===== src/hdl/iqpd_pkg.sv =====
package iqpd_pkg;

    localparam int SAMPLE_W = 16;
    localparam int ANGLE_W  = 16;
    localparam int XY_W     = 35;
    localparam int Z_W      = 32;
    localparam int SUM_W    = 26;
    localparam int DEG_W    = 9;

    localparam int BLOCK_LEN_DEF     = 64;
    localparam int CORDIC_STAGES_DEF = 16;
    localparam int MAX_STAGES        = 24;

    localparam int CFG_INDEX_W = 1;
    localparam int CFG_DATA_W  = DEG_W;
    localparam logic [CFG_INDEX_W-1:0] REG_REQUIRED_PHASE  = 1'b0;
    localparam logic [CFG_INDEX_W-1:0] REG_AUTO_CAL_ENABLE = 1'b1;

    localparam logic [Z_W-1:0] HALF_TURN_Z = 32'h8000_0000;
    localparam logic [Z_W-1:0] ROUND_Z     = 32'h0000_8000;

    localparam logic [ANGLE_W-1:0] LOCK_SPREAD_MAX = ANGLE_W'(65535 / 72);

    localparam int DEG_NUM_W       = 25;
    localparam int DEG_RECIP_SHIFT = 34;
    localparam int DEG_RECIP_W     = 26;
    localparam logic [DEG_RECIP_W-1:0] DEG_RECIP =
        DEG_RECIP_W'(((64'd1 << DEG_RECIP_SHIFT) + 64'd359) / 64'd360);
    localparam logic [DEG_NUM_W-1:0] DEG_HALF_STEP = DEG_NUM_W'(180);

    typedef struct packed {
        logic signed [SAMPLE_W-1:0] chan_a_i;
        logic signed [SAMPLE_W-1:0] chan_a_q;
        logic signed [SAMPLE_W-1:0] chan_b_i;
        logic signed [SAMPLE_W-1:0] chan_b_q;
        logic                       rearm;
    } in_word_t;

    typedef struct packed {
        logic [ANGLE_W-1:0]  sample_phase;
        logic                block_done;
        logic [ANGLE_W-1:0]  average_phase;
        logic [ANGLE_W-1:0]  phase_correction;
        logic [ANGLE_W-1:0]  phase_spread;
        logic                locked;
        logic                apply_pulse;
        logic [SAMPLE_W-1:0] peak_level;
    } out_word_t;

    typedef struct packed {
        logic signed [XY_W-1:0] x_a;
        logic signed [XY_W-1:0] y_a;
        logic [Z_W-1:0]         z_a;
        logic                   zero_a;
        logic signed [XY_W-1:0] x_b;
        logic signed [XY_W-1:0] y_b;
        logic [Z_W-1:0]         z_b;
        logic                   zero_b;
        logic [SAMPLE_W-1:0]    peak;
        logic                   rearm;
    } cell_word_t;

    typedef struct packed {
        logic [ANGLE_W-1:0]  diff;
        logic                done;
        logic [SUM_W-1:0]    sum;
        logic [ANGLE_W-1:0]  low;
        logic [ANGLE_W-1:0]  high;
        logic [SAMPLE_W-1:0] peak;
        logic                rearm;
    } stats_word_t;

    function automatic logic [Z_W-1:0] atan_turn(input int k);
        logic [Z_W-1:0] r;
        case (k)
            0:       r = 32'd536870912;
            1:       r = 32'd316933406;
            2:       r = 32'd167458907;
            3:       r = 32'd85004756;
            4:       r = 32'd42667331;
            5:       r = 32'd21354465;
            6:       r = 32'd10680350;
            7:       r = 32'd5340245;
            8:       r = 32'd2670163;
            9:       r = 32'd1335087;
            10:      r = 32'd667544;
            11:      r = 32'd333772;
            12:      r = 32'd166886;
            13:      r = 32'd83443;
            14:      r = 32'd41722;
            15:      r = 32'd20861;
            16:      r = 32'd10430;
            17:      r = 32'd5215;
            18:      r = 32'd2608;
            19:      r = 32'd1304;
            20:      r = 32'd652;
            21:      r = 32'd326;
            22:      r = 32'd163;
            23:      r = 32'd81;
            default: r = '0;
        endcase
        return r;
    endfunction

endpackage


===== src/hdl/iqpd_report.sv =====
module iqpd_report #(
    parameter int BLOCK_LEN = iqpd_pkg::BLOCK_LEN_DEF
) (
    input  logic                          aclk,
    input  logic                          aresetn,
    input  logic                          in_valid,
    output logic                          in_ready,
    input  iqpd_pkg::stats_word_t         in_word,
    input  logic [iqpd_pkg::ANGLE_W-1:0]  req_phase,
    input  logic                          auto_cal,
    output logic                          out_valid,
    input  logic                          out_ready,
    output iqpd_pkg::out_word_t           out_word
);

    localparam int DIV_SHIFT = iqpd_pkg::SUM_W + $clog2(BLOCK_LEN);
    localparam int MULT_W    = iqpd_pkg::SUM_W + 1;
    localparam int PROD_W    = iqpd_pkg::SUM_W + MULT_W;
    localparam logic [MULT_W-1:0] DIV_MULT =
        MULT_W'(((64'd1 << DIV_SHIFT) + 64'(BLOCK_LEN) - 64'd1) / 64'(BLOCK_LEN));

    typedef struct packed {
        logic [iqpd_pkg::ANGLE_W-1:0]  diff;
        logic                          done;
        logic [PROD_W-1:0]             product;
        logic [iqpd_pkg::ANGLE_W-1:0]  spread;
        logic                          lock;
        logic                          pulse;
        logic [iqpd_pkg::SAMPLE_W-1:0] peak;
    } mid_word_t;

    logic                 mid_valid_reg;
    mid_word_t            mid_reg, mid_next;
    logic                 mid_ready;
    logic                 armed_reg, armed_next;
    logic                 armed_now;
    logic                 out_valid_reg;
    iqpd_pkg::out_word_t  out_reg, out_next;
    logic [iqpd_pkg::ANGLE_W-1:0] average;

    assign mid_ready = !out_valid_reg || out_ready;
    assign in_ready  = !mid_valid_reg || mid_ready;
    assign out_valid = out_valid_reg;
    assign out_word  = out_reg;

    always_comb begin
        armed_now        = armed_reg || in_word.rearm;
        mid_next.diff    = in_word.diff;
        mid_next.done    = in_word.done;
        mid_next.product = PROD_W'(in_word.sum) * PROD_W'(DIV_MULT);
        mid_next.spread  = in_word.high - in_word.low;
        mid_next.lock    = (mid_next.spread != '0) &&
                           (mid_next.spread <= iqpd_pkg::LOCK_SPREAD_MAX);
        mid_next.pulse   = in_word.done && mid_next.lock && auto_cal && armed_now;
        mid_next.peak    = in_word.peak;
        armed_next       = mid_next.pulse ? 1'b0 : armed_now;
    end

    assign average = mid_reg.product[DIV_SHIFT +: iqpd_pkg::ANGLE_W];

    always_comb begin
        out_next.sample_phase     = mid_reg.diff;
        out_next.block_done       = mid_reg.done;
        out_next.average_phase    = '0;
        out_next.phase_correction = '0;
        out_next.phase_spread     = '0;
        out_next.locked           = 1'b0;
        out_next.apply_pulse      = 1'b0;
        out_next.peak_level       = '0;
        if (mid_reg.done) begin
            out_next.average_phase    = average;
            out_next.phase_correction = req_phase - average;
            out_next.phase_spread     = mid_reg.spread;
            out_next.locked           = mid_reg.lock;
            out_next.apply_pulse      = mid_reg.pulse;
            out_next.peak_level       = mid_reg.peak;
        end
    end

    always_ff @(posedge aclk) begin
        if (!aresetn) begin
            mid_valid_reg <= 1'b0;
            out_valid_reg <= 1'b0;
            armed_reg     <= 1'b1;
        end else begin
            if (in_ready) begin
                mid_valid_reg <= in_valid;
            end
            if (mid_ready) begin
                out_valid_reg <= mid_valid_reg;
            end
            if (in_valid && in_ready) begin
                armed_reg <= armed_next;
            end
        end
    end

    always_ff @(posedge aclk) begin
        if (in_valid && in_ready) begin
            mid_reg <= mid_next;
        end
        if (mid_valid_reg && mid_ready) begin
            out_reg <= out_next;
        end
    end

endmodule


===== config.mk =====
export PLATFORM = sky130hd
export DESIGN_NAME = iqpd_report
export DESIGN_NICKNAME = d
export VERILOG_FILES = /design/src/hdl/iqpd_pkg.sv /design/src/hdl/iqpd_report.sv
export SDC_FILE = /design/constraint.sdc
export NUM_CORES = 1
export LEC_CHECK = 0
export BUFFER_PORTS_ARGS = -buffer_cell sky130_fd_sc_hd__buf_2
export CAP_MARGIN = 20
export CORE_MARGIN = 8
export CORE_UTILIZATION = 56
export DETAILED_ROUTE_END_ITERATION = 12
export PLACE_DENSITY = 0.86
export SYNTH_ARGS = -nofsm -noshare
export SYNTH_HDL_FRONTEND = slang
export SYNTH_SLANG_ARGS = --single-unit

===== constraint.sdc =====
create_clock -name aclk -period 9 [get_ports aclk]
set_clock_uncertainty 0.05 [all_clocks]
set_input_delay 1.35 -clock aclk [delete_from_list [all_inputs] [get_ports aclk]]
set_output_delay 1.35 -clock aclk [all_outputs]
set_load 0.01 [all_outputs]

==> impl_metrics.tcl, run 1 <==
set metrics [dict create \
    start_util_pct 56.5 \
    synthMostInstantiatedCell "edfxtp_1" \
    dp_cells 793 \
    fmax_mhz 252 \
    status "finished, final reports clean" \
    firstDrtPassIters 5 \
    drt_iter0_markers 314 \
    htreeDepth 4 \
    drv_slew 0 \
    hp-start "mid_reg[94]" \
    r2r_end "out_word[47]" \
    startpoint "in_word[17]" \
    design_area_um2 8340 \
    syn_area_per_cell_um2 14.3 \
    setup_ws_ns 5.03 \
    slew_headroom_pct 39.2 \
    cts_hold_buf 0 \
    clk_path_buf_depth 2 \
    io_pins 198 \
    fin_crit_ns 3.97 \
    hold_violations 0 \
    grt_max_degree 70 \
    num_vias 4336 \
    cts_tree "built" \
    routed_wl_um 14000 \
    drc 0 \
    cts-resized-gates 0 \
    worstSetupStartpointType "input pin" \
    max_stage_delay_ns 0.52 \
    numPortBuffers 187 \
    synthTopCellsByCount "edfxtp_1 (150), and2_1 (57), inv_1 (40)" \
    cts.clk_slew.worst_paths_ns 0.06 \
    final_util_pct 70.6 \
    rrSetupSlack_ns 6.21 \
    synth_nets 612 \
    syn_area_um2 6670 \
    cts.sinks 153 \
    root_buffer "clkbuf_16" \
    p_leak_nw 3.54 \
    drive_above_1_share_pct 34.5 \
    grt_pass1_vias 4508 \
    synth_top_area_cell "edfxtp_1" \
    reg2reg_depth 9 \
    nets 811 \
    synth_edf_count 150 \
    holdPathStages 0 \
    finalCritPeriodShare_pct 44.1 \
    synth.top_cell.area_share_pct 67.5 \
    setup_viol 0 \
    cp-end-kind "register" \
    gr-total-overflow 0 \
    worstPathCellList "buf_2, inv_1, ha_1, inv_1, fa_1, a211oi_1, nor2_1, a2111oi_2, nor2_1, xor2_1, or4_4, nor4_2, o211a_1" \
    wl_per_cell_um 16.9 \
    peakVddDrop_mv 0.0961 \
    hp-class "reg2reg" \
    cpMaxStageDelayCell "or4_4" \
    die_h_um 125 \
    place.detailed.hpwl_um 10300 \
    core_um2 11800 \
    grtUsageTotal_pct 17.5 \
    ant_nets 0 \
    fin_cells 825 \
    dieWidth_um 125 \
    crit_family "simple AND/OR/NAND/NOR gates" \
    cp_max_fo 4 \
    antenna_found_initial 1 \
    required_ns 9.22 \
    syn_inst 466 \
    reg2reg_from "average[8]" \
    power_density_nw_per_um2 206 \
    ys.flop_type "edfxtp_1" \
    tns_ns 0 \
    crit_buf_inv 3 \
    hold-worst-slack_ns 0.369 \
    antenna_cells 0 \
    synthTopCellsByArea "edfxtp_1 (67%), ha_1 (5.8%), and2_1 (5.3%), inv_1 (2.2%), a21oi_1 (1.3%)" \
    grt_pass1_wl_um 21700 \
    syn_to_final_growth_pct 25.0 \
    total_power_mw 1.72 \
    ys_seq_area_share_pct 68.4 \
    hold_end "out_word[73]" \
    yosysWarnings 0 \
    die_area_um2 15700 \
    synth_cell_types 58 \
    largest_reg_flops 83 \
    async_flop_share_pct 0 \
    rsz0062_at_grt "no" \
    gp_congestion 0.809 \
    crit_type "in2reg" \
    place_ws_ns 4.65 \
    synth_seq_cells 153 \
    rows 40 \
    post_cts_buffers 0 \
    cap_violations 0 \
    clk_latency_ns 0.41 \
    worst_pin_slew_ns 0.912 \
    post_dp_cell_area_um2 7780 \
    vias_per_cell 5.26 \
    cts_buffers 17 \
    cp.arrival_ns 4.19 \
]
[metal layers]
metal,vias to the layer above,routed length [um],global-route usage (%)
li1,2103,-,-
met1,2056,5110,16.9
met2,153,7720,33.4
met3,22,869,6.03
met4,2,275,7.09
met5,-,11,0
[power by group]
group	switching, mW	internal (mW)	leakage, nW
Combinational	0.119	0.0900	1.80
Sequential	0.0113	0.840	1.47
Clock	0.293	0.365	0.269
Total	0.424	1.29	3.54
[how the worst max path moves through the flow]
stage	to	cells past startpoint	slack, ns
4_1_cts	mid_reg[16]	13	5.07
2_1_floorplan	out_word[0]	2	3.30
5_1_grt	armed_reg	13	4.85
6_report	mid_reg[16]	13	5.03
3_3_place_gp	mid_reg[16]	13	4.71
3_5_place_dp	mid_reg[16]	13	4.65
[worst register-to-register path, cell delays in order, from the launching register on]
cell and delay (ns):
edfxtp_1 0.39, inv_1 0.07, ha_1 0.25, a2111oi_0 0.51, nand2b_1 0.19, nand3_1 0.18
a41oi_1 0.43, a21oi_1 0.16, xor2_1 0.15, and2_1 0.15
[cell usage in the layout (no fill, tap or decap), drive strengths merged, types with 4 or more instances in the layout]
cell type,n
a2111oi,4
a211oi,5
a21o,4
a21oi,18
and2,58
buf,189
clkbuf,18
edfxtp,150
ha,31
inv,49
nand2,18
nand2b,7
nand3,6
nor2,21
nor2b,9
o21ai,14
xnor2,10
xor2,10
[cells by family after synthesis]
group                    count (synthesis)  synth area share, %
buffers and inverters                   49                 2.77
adder cells (fa/ha/maj)                 33                 6.41
AO/OA/AOI/OAI                           73                 8.02
XOR/XNOR                                20                 2.62
AND/OR/NAND/NOR                        138                 11.8
flip-flops                             153                 68.4
[layout make-up]
class	instances	area (um2)
Clock inverter	14	128
Clock buffer	18	429
Tap cell	147	184
Inverter	40	150
Timing Repair Buffer	189	951
Sequential cell	153	4560
Fill cell	818	3470
Multi-Input combinational cell	264	1930
No activity file was read; power rests on OpenSTA's default activity.
==> run 2, diff against run 1 <==
- ABC_AREA: not set -> 1
- CORE_UTILIZATION: 56 -> 52
- PLACE_DENSITY: 0.86 -> 0.8
- clock period: 9 -> 3.9 ns (I/O delays scaled with it)
==> run 2 against run 1 <==
  * First-iteration DRC count down 12%
  * Power up 140%
  * Core utilization down 4.0 points
  * Combinational power up 140%
  * Die area up 10%
  * Synthesized cell count up 34%
==> impl_metrics.tcl, run 2 <==
set metrics [dict create \
    synthMostInstantiatedCell "edfxtp_1" \
    rsz0062_at_grt "no" \
    fin_cells 1019 \
    drv_slew 0 \
    num_vias 4894 \
    cts.clk_slew.worst_paths_ns 0.07 \
    yosysWarnings 0 \
    grt_pass1_wl_um 23000 \
    worst_pin_slew_ns 1.04 \
    cts-resized-gates 0 \
    ys.flop_type "edfxtp_1" \
    required_ns 4.02 \
    wl_per_cell_um 14.1 \
    synthTopCellsByCount "edfxtp_1 (150), nand2_1 (135), inv_1 (129)" \
    synth_seq_cells 153 \
    vias_per_cell 4.80 \
    hp-class "in2reg" \
    htreeDepth 4 \
    peakVddDrop_mv 0.312 \
    cts_hold_buf 0 \
    setup_viol 0 \
    drt_iter0_markers 275 \
    power_density_nw_per_um2 476 \
    grt_max_degree 84 \
    largest_reg_flops 83 \
    layout_common_cells "buf_2 (187), edfxtp_1 (150), nand2_1 (135)" \
    synth.top_cell.area_share_pct 64.9 \
    post_dp_cell_area_um2 8110 \
    design_area_um2 8750 \
    layout_commonest_cell "buf_2" \
    core_um2 13100 \
    worstPathCellList "ha_1, fa_1, inv_1, nand3_1, a21oi_1, nor2_1, o21ai_0, a21boi_0, o21ai_0, nand2_1, nand2_1, nor2_1" \
    finalCritPeriodShare_pct 68.4 \
    nets 974 \
    syn_to_final_growth_pct 26.1 \
    nFillCells 1018 \
    p_leak_nw 4.28 \
    grt_pass1_vias 4805 \
    post_cts_buffers 0 \
    max_stage_delay_ns 0.39 \
    syn_area_um2 6940 \
    root_buffer "clkbuf_16" \
    dp_cells 985 \
    cp_max_fo 3 \
    synth_nets 772 \
    crit_type "reg2reg" \
    rows 42 \
    worstSetupStartpointType "register" \
    routed_wl_um 14400 \
    synth_edf_count 150 \
    numPortBuffers 187 \
    grtUsageTotal_pct 16.8 \
    firstDrtPassIters 4 \
    synth_top_area_cell "edfxtp_1" \
    cpMaxStageDelayCell "edfxtp_1" \
    dieWidth_um 132 \
    cp.arrival_ns 2.78 \
    fmax_mhz 375 \
    gr-total-overflow 0 \
    synthXorXnorAreaFrac_pct 0.505 \
    synth_cell_types 31 \
    synthAdderAreaFrac_pct 6.17 \
    synth_mux_area_share_pct 0 \
    synth_top_family_by_area "simple AND/OR/NAND/NOR gates" \
    yosys.area_share.simple_pct 14.3 \
    slew_headroom_pct 30.5 \
    ys_seq_area_share_pct 65.8 \
    syn_area_per_cell_um2 11.1 \
    drive_above_1_share_pct 30.4 \
    synth_compound_area_share_pct 5.63 \
    cts.sinks 153 \
    ant_nets 0 \
    gp_congestion 0.885 \
    die_area_um2 17300 \
    drc 0 \
    start_util_pct 52.8 \
    die_h_um 132 \
    cts_tree "built" \
    async_flop_share_pct 0 \
    status "finished, final reports clean" \
    cp-end-kind "register" \
    final_util_pct 66.6 \
    io_pins 198 \
    clk_latency_ns 0.41 \
    place.detailed.hpwl_um 10800 \
    cap_violations 0 \
    antenna_found_initial 3 \
    tns_ns 0 \
    hold_violations 0 \
    cts_buffers 17 \
    syn_inst 626 \
    synthTopCellsByArea "edfxtp_1 (65%), nand2_1 (7.3%), inv_1 (7.0%), ha_1 (5.6%), a21oi_1 (2.6%)" \
    fin_crit_ns 2.67 \
    clk_path_buf_depth 2 \
]
[run 2: cell count changes after synthesis, sizes merged, moves of 7 or more]
| cell | change |
|---|---|
| nand2 | +133 |
| nor2b | -9 |
| and2 | -57 |
| nand2b | -7 |
| a21oi | +21 |
| xnor2 | -8 |
| nand3 | +21 |
| nor2 | +15 |
| inv | +94 |
| xor2 | -8 |
[run 2: power breakdown]
part	internal, mW	total, mW	switching (mW)
sequential	1.93	1.96	0.0300
clock	1.04	1.70	0.653
combinational	0.189	0.502	0.313
total	3.17	4.16	0.996
[run 2: per-layer routing]
layer	up-vias	GRT usage, %	routed length [um]
met2	165	30.9	7650
met1	2238	17.1	5540
li1	2471	-	-
met3	18	5.49	924
met5	-	0	13
met4	2	6.83	226
[run 2: cells by family after synthesis]
| group | Yosys count |
|---|---|
| AOI/OAI and AO/OA | 69 |
| xor gates and xnor gates | 4 |
| adders and majority gates | 33 |
| buffers and inverters | 141 |
| DFF | 153 |
| and+or+nand+nor | 226 |
[run 2: layout make-up]
type                       count  area (um2)  share of cell area (%)
inverter                     134         503                    5.75
tap                          176         220                    2.52
clock buffer                  19         443                    5.06
clock inverter                13         184                    2.10
antenna                        2        5.00                  0.0572
timing repair buffer         190         971                    11.1
sequential                   153        4560                    52.2
multi-input combinational    332        1860                    21.2
[run 2: final timing paths]
check / endpoint / startpoint / cells after the start / slack, ns
min reg2reg: out_word[74] / mid_reg[95] / 0 / 0.37
max: out_word[46] / average[0] / 12 / 1.23
min: mid_reg[88] / in_word[76] / 1 / 0.29
max reg2reg: out_word[46] / average[0] / 12 / 1.23
[run 2: critical path, delay by kind of cell (launching register included)]
| family | cells | cell delay [ns] |
|---|---|---|
| adders and majority gates | 2 | 0.61 |
| AOI/OAI and AO/OA | 4 | 0.88 |
| buffers and inverters | 1 | 0.09 |
| DFF | 1 | 0.39 |
| and+or+nand+nor | 5 | 0.41 |
[run 2: per-stage QoR]
| stage | hold slack, ns | setup slack, ns | power (mW) |
|---|---|---|---|
| floorplan | 0.350 | 0.351 | 2.33 |
| global placement | 0.350 | 1.07 | 2.48 |
| detailed placement | 0.355 | 0.946 | 2.50 |
| CTS | 0.274 | 1.26 | 4.19 |
| global route | 0.267 | 0.916 | 4.34 |
| finish | 0.291 | 1.23 | 4.16 |
==> run 3, diff against run 2 <==
- clock period: 3.9 -> 2.5 ns (I/O delays scaled with it)
==> run 3 against run 2 <==
  * Final cell count up 0.98%
  * Clock power up 40%
  * Critical path depth unchanged
  * Highest routed layer unchanged
  * Non-clock buffer count up 12
  * First-iteration DRC count up 8.0%
  * Die area unchanged
  * Global-route usage up 0.20 points
  * Fmax up 17%
  * Flip-flop and latch count unchanged
==> impl_metrics.tcl, run 3 (synthesis gave the netlist of run 2 again) <==
set metrics [dict create \
    htreeDepth 4 \
    num_vias 4935 \
    slew_headroom_pct 57.5 \
    seqPwrFrac_pct 48.9 \
    cts_hold_buf 0 \
    fin_cells 1029 \
    cts_buffers 17 \
    largest_reg_flops 83 \
    gp_congestion 0.874 \
    drv_slew 0 \
    finalCritPeriodShare_pct 91.5 \
    grt_pass1_wl_um 23600 \
    place.detailed.hpwl_um 11200 \
    syn_to_final_growth_pct 27.0 \
    nFillCells 1010 \
    gr-total-overflow 0 \
    p_leak_nw 4.32 \
    grt_max_degree 65 \
    grt_use_met2_pct 31.5 \
    p_comb_share_pct 13.1 \
    power_density_nw_per_um2 710 \
    die_area_um2 17300 \
    cp.arrival_ns 2.42 \
    grt_pass1_vias 5023 \
    grtUsageTotal_pct 17.0 \
    hold_violations 0 \
    holdPathStages 1 \
    required_ns 2.63 \
    cts_tree "built" \
    clk_latency_ns 0.42 \
    rows 42 \
    drt_iter0_markers 297 \
    cts.clk_slew.worst_paths_ns 0.07 \
    switching_power_mw 1.61 \
    peakVddDrop_mv 0.492 \
    cpMaxStageDelayCell "edfxtp_1" \
    cp_max_fo 3 \
    nets 986 \
    ant_nets 0 \
    hold_end "mid_reg[92]" \
    drc 0 \
    max_stage_delay_ns 0.39 \
    r2r_end "out_word[46]" \
    dp_cells 997 \
    rsz0062_at_grt "no" \
    routed_wl_um 14500 \
    drive_above_1_share_pct 31.4 \
    io_pins 198 \
    worst_pin_slew_ns 0.635 \
    dieWidth_um 132 \
    layout_commonest_cell "buf_2" \
    core_um2 13100 \
    p_clk_share_pct 38.0 \
    status "finished, final reports clean" \
    antenna_found_initial 1 \
    worstSetupStartpointType "register" \
    use_met1_pct 17.4 \
    cts.sinks 153 \
    firstDrtPassIters 4 \
    vias_per_cell 4.80 \
    tns_ns 0 \
    crit_type "reg2reg" \
    setup_viol 0 \
    reg2reg_depth 12 \
    p_int_mw 4.64 \
    root_buffer "clkbuf_16" \
    grt_util_met3_pct 5.60 \
    start_util_pct 52.8 \
    post_cts_buffers 0 \
    total_power_mw 6.26 \
    cap_violations 0 \
    grt-busiest-layer "met2" \
    antenna_cells 0 \
    hp-start "in_word[80]" \
    numPortBuffers 187 \
    fin_crit_ns 2.29 \
    layout_common_cells "buf_2 (187), edfxtp_1 (150), nand2_1 (135)" \
    clk_path_buf_depth 2 \
    place_ws_ns -0.118 \
    die_h_um 132 \
    fmax_mhz 437 \
    setup_ws_ns 0.212 \
    wl_per_cell_um 14.1 \
    rrSetupSlack_ns 0.21 \
    cp-end-kind "register" \
    swShare_pct 25.8 \
    worstPathCellList "ha_1, fa_1, inv_1, nand3_1, a21oi_1, nor2_1, o21ai_2, a21boi_1, o21ai_1, nand2_1, nand2_1, nor2_1" \
    hp-class "in2reg" \
    reg2reg_from "average[0]" \
]
==> run 3: cell count changes in the layout (fill, tap and decap cells not counted), sizes merged <==
cell / previous run / this run
bufinv: 3 / 0
diode: 2 / 0
clkinvlp: 1 / 2
inv: 139 / 143
clkbuf: 19 / 17
buf: 190 / 202
==> run 3: timing repair <==
item                                    4_1_cts  5_1_grt
pin swaps                                     0        1
endpoints found under the setup margin        1        2
gates resized for setup                       1        3
==> run 3: final cells by class <==
class | count | area (um2) | area share (%)
sequential | 153 | 4560 | 51.8
clock inverter | 15 | 129 | 1.46
clock buffer | 17 | 425 | 4.83
tap | 176 | 220 | 2.50
multi-input combinational | 332 | 1860 | 21.1
timing repair buffer | 202 | 1110 | 12.6
inverter | 134 | 503 | 5.71
==> run 3: per-layer routing <==
metal | part of all wire [%] | up-vias
li1 | - | 2496
met5 | 0.089 | -
met3 | 7.1 | 21
met2 | 53 | 167
met4 | 1.3 | 2
met1 | 38 | 2249
==> run 3: worst max-delay path by stage <==
stage                            start           end  slack [ns]  depth (start not counted)
final                       average[0]  out_word[46]        0.21                         12
after global routing        average[0]  out_word[46]        0.02                         12
after CTS                   average[0]  out_word[46]        0.05                         12
after detailed placement  req_phase[0]  out_word[46]       -0.12                         14
after global placement    req_phase[0]  out_word[46]       -0.06                         14
after floorplan              out_ready    average[0]      -0.006                          4
==> run 3: through the flow <==
| step | hold WS, ns | util (%) | area [um2] |
|---|---|---|---|
| floorplan | 0.350 | - | 6950 |
| CTS | 0.0619 | 67.0 | 8810 |
| global route | 0.0600 | 67.1 | 8810 |
| detailed placement | 0.356 | 62.8 | 8250 |
| global placement | 0.351 | 62.8 | 8250 |
| finish | 0.0758 | 67.1 | 8810 |
==> run 3: power by group through the flow <==
stage	Sequential [mW]	Clock, mW	Combinational (mW)
floorplan	3.15	0	0.477
global placement	3.11	0	0.796
detailed placement	3.12	0	0.817
CTS	3.06	2.42	0.825
global route	3.07	2.52	0.931
finish	3.06	2.38	0.820
==> run 3: worst max-delay path: cells and delay by family, from the launching register on <==
| family | cells | cell delay (ns) |
|---|---|---|
| AOI/OAI and AO/OA | 4 | 0.63 |
| adders and majority gates | 2 | 0.58 |
| DFF | 1 | 0.39 |
| and+or+nand+nor | 5 | 0.33 |
| buffers and inverters | 1 | 0.08 |
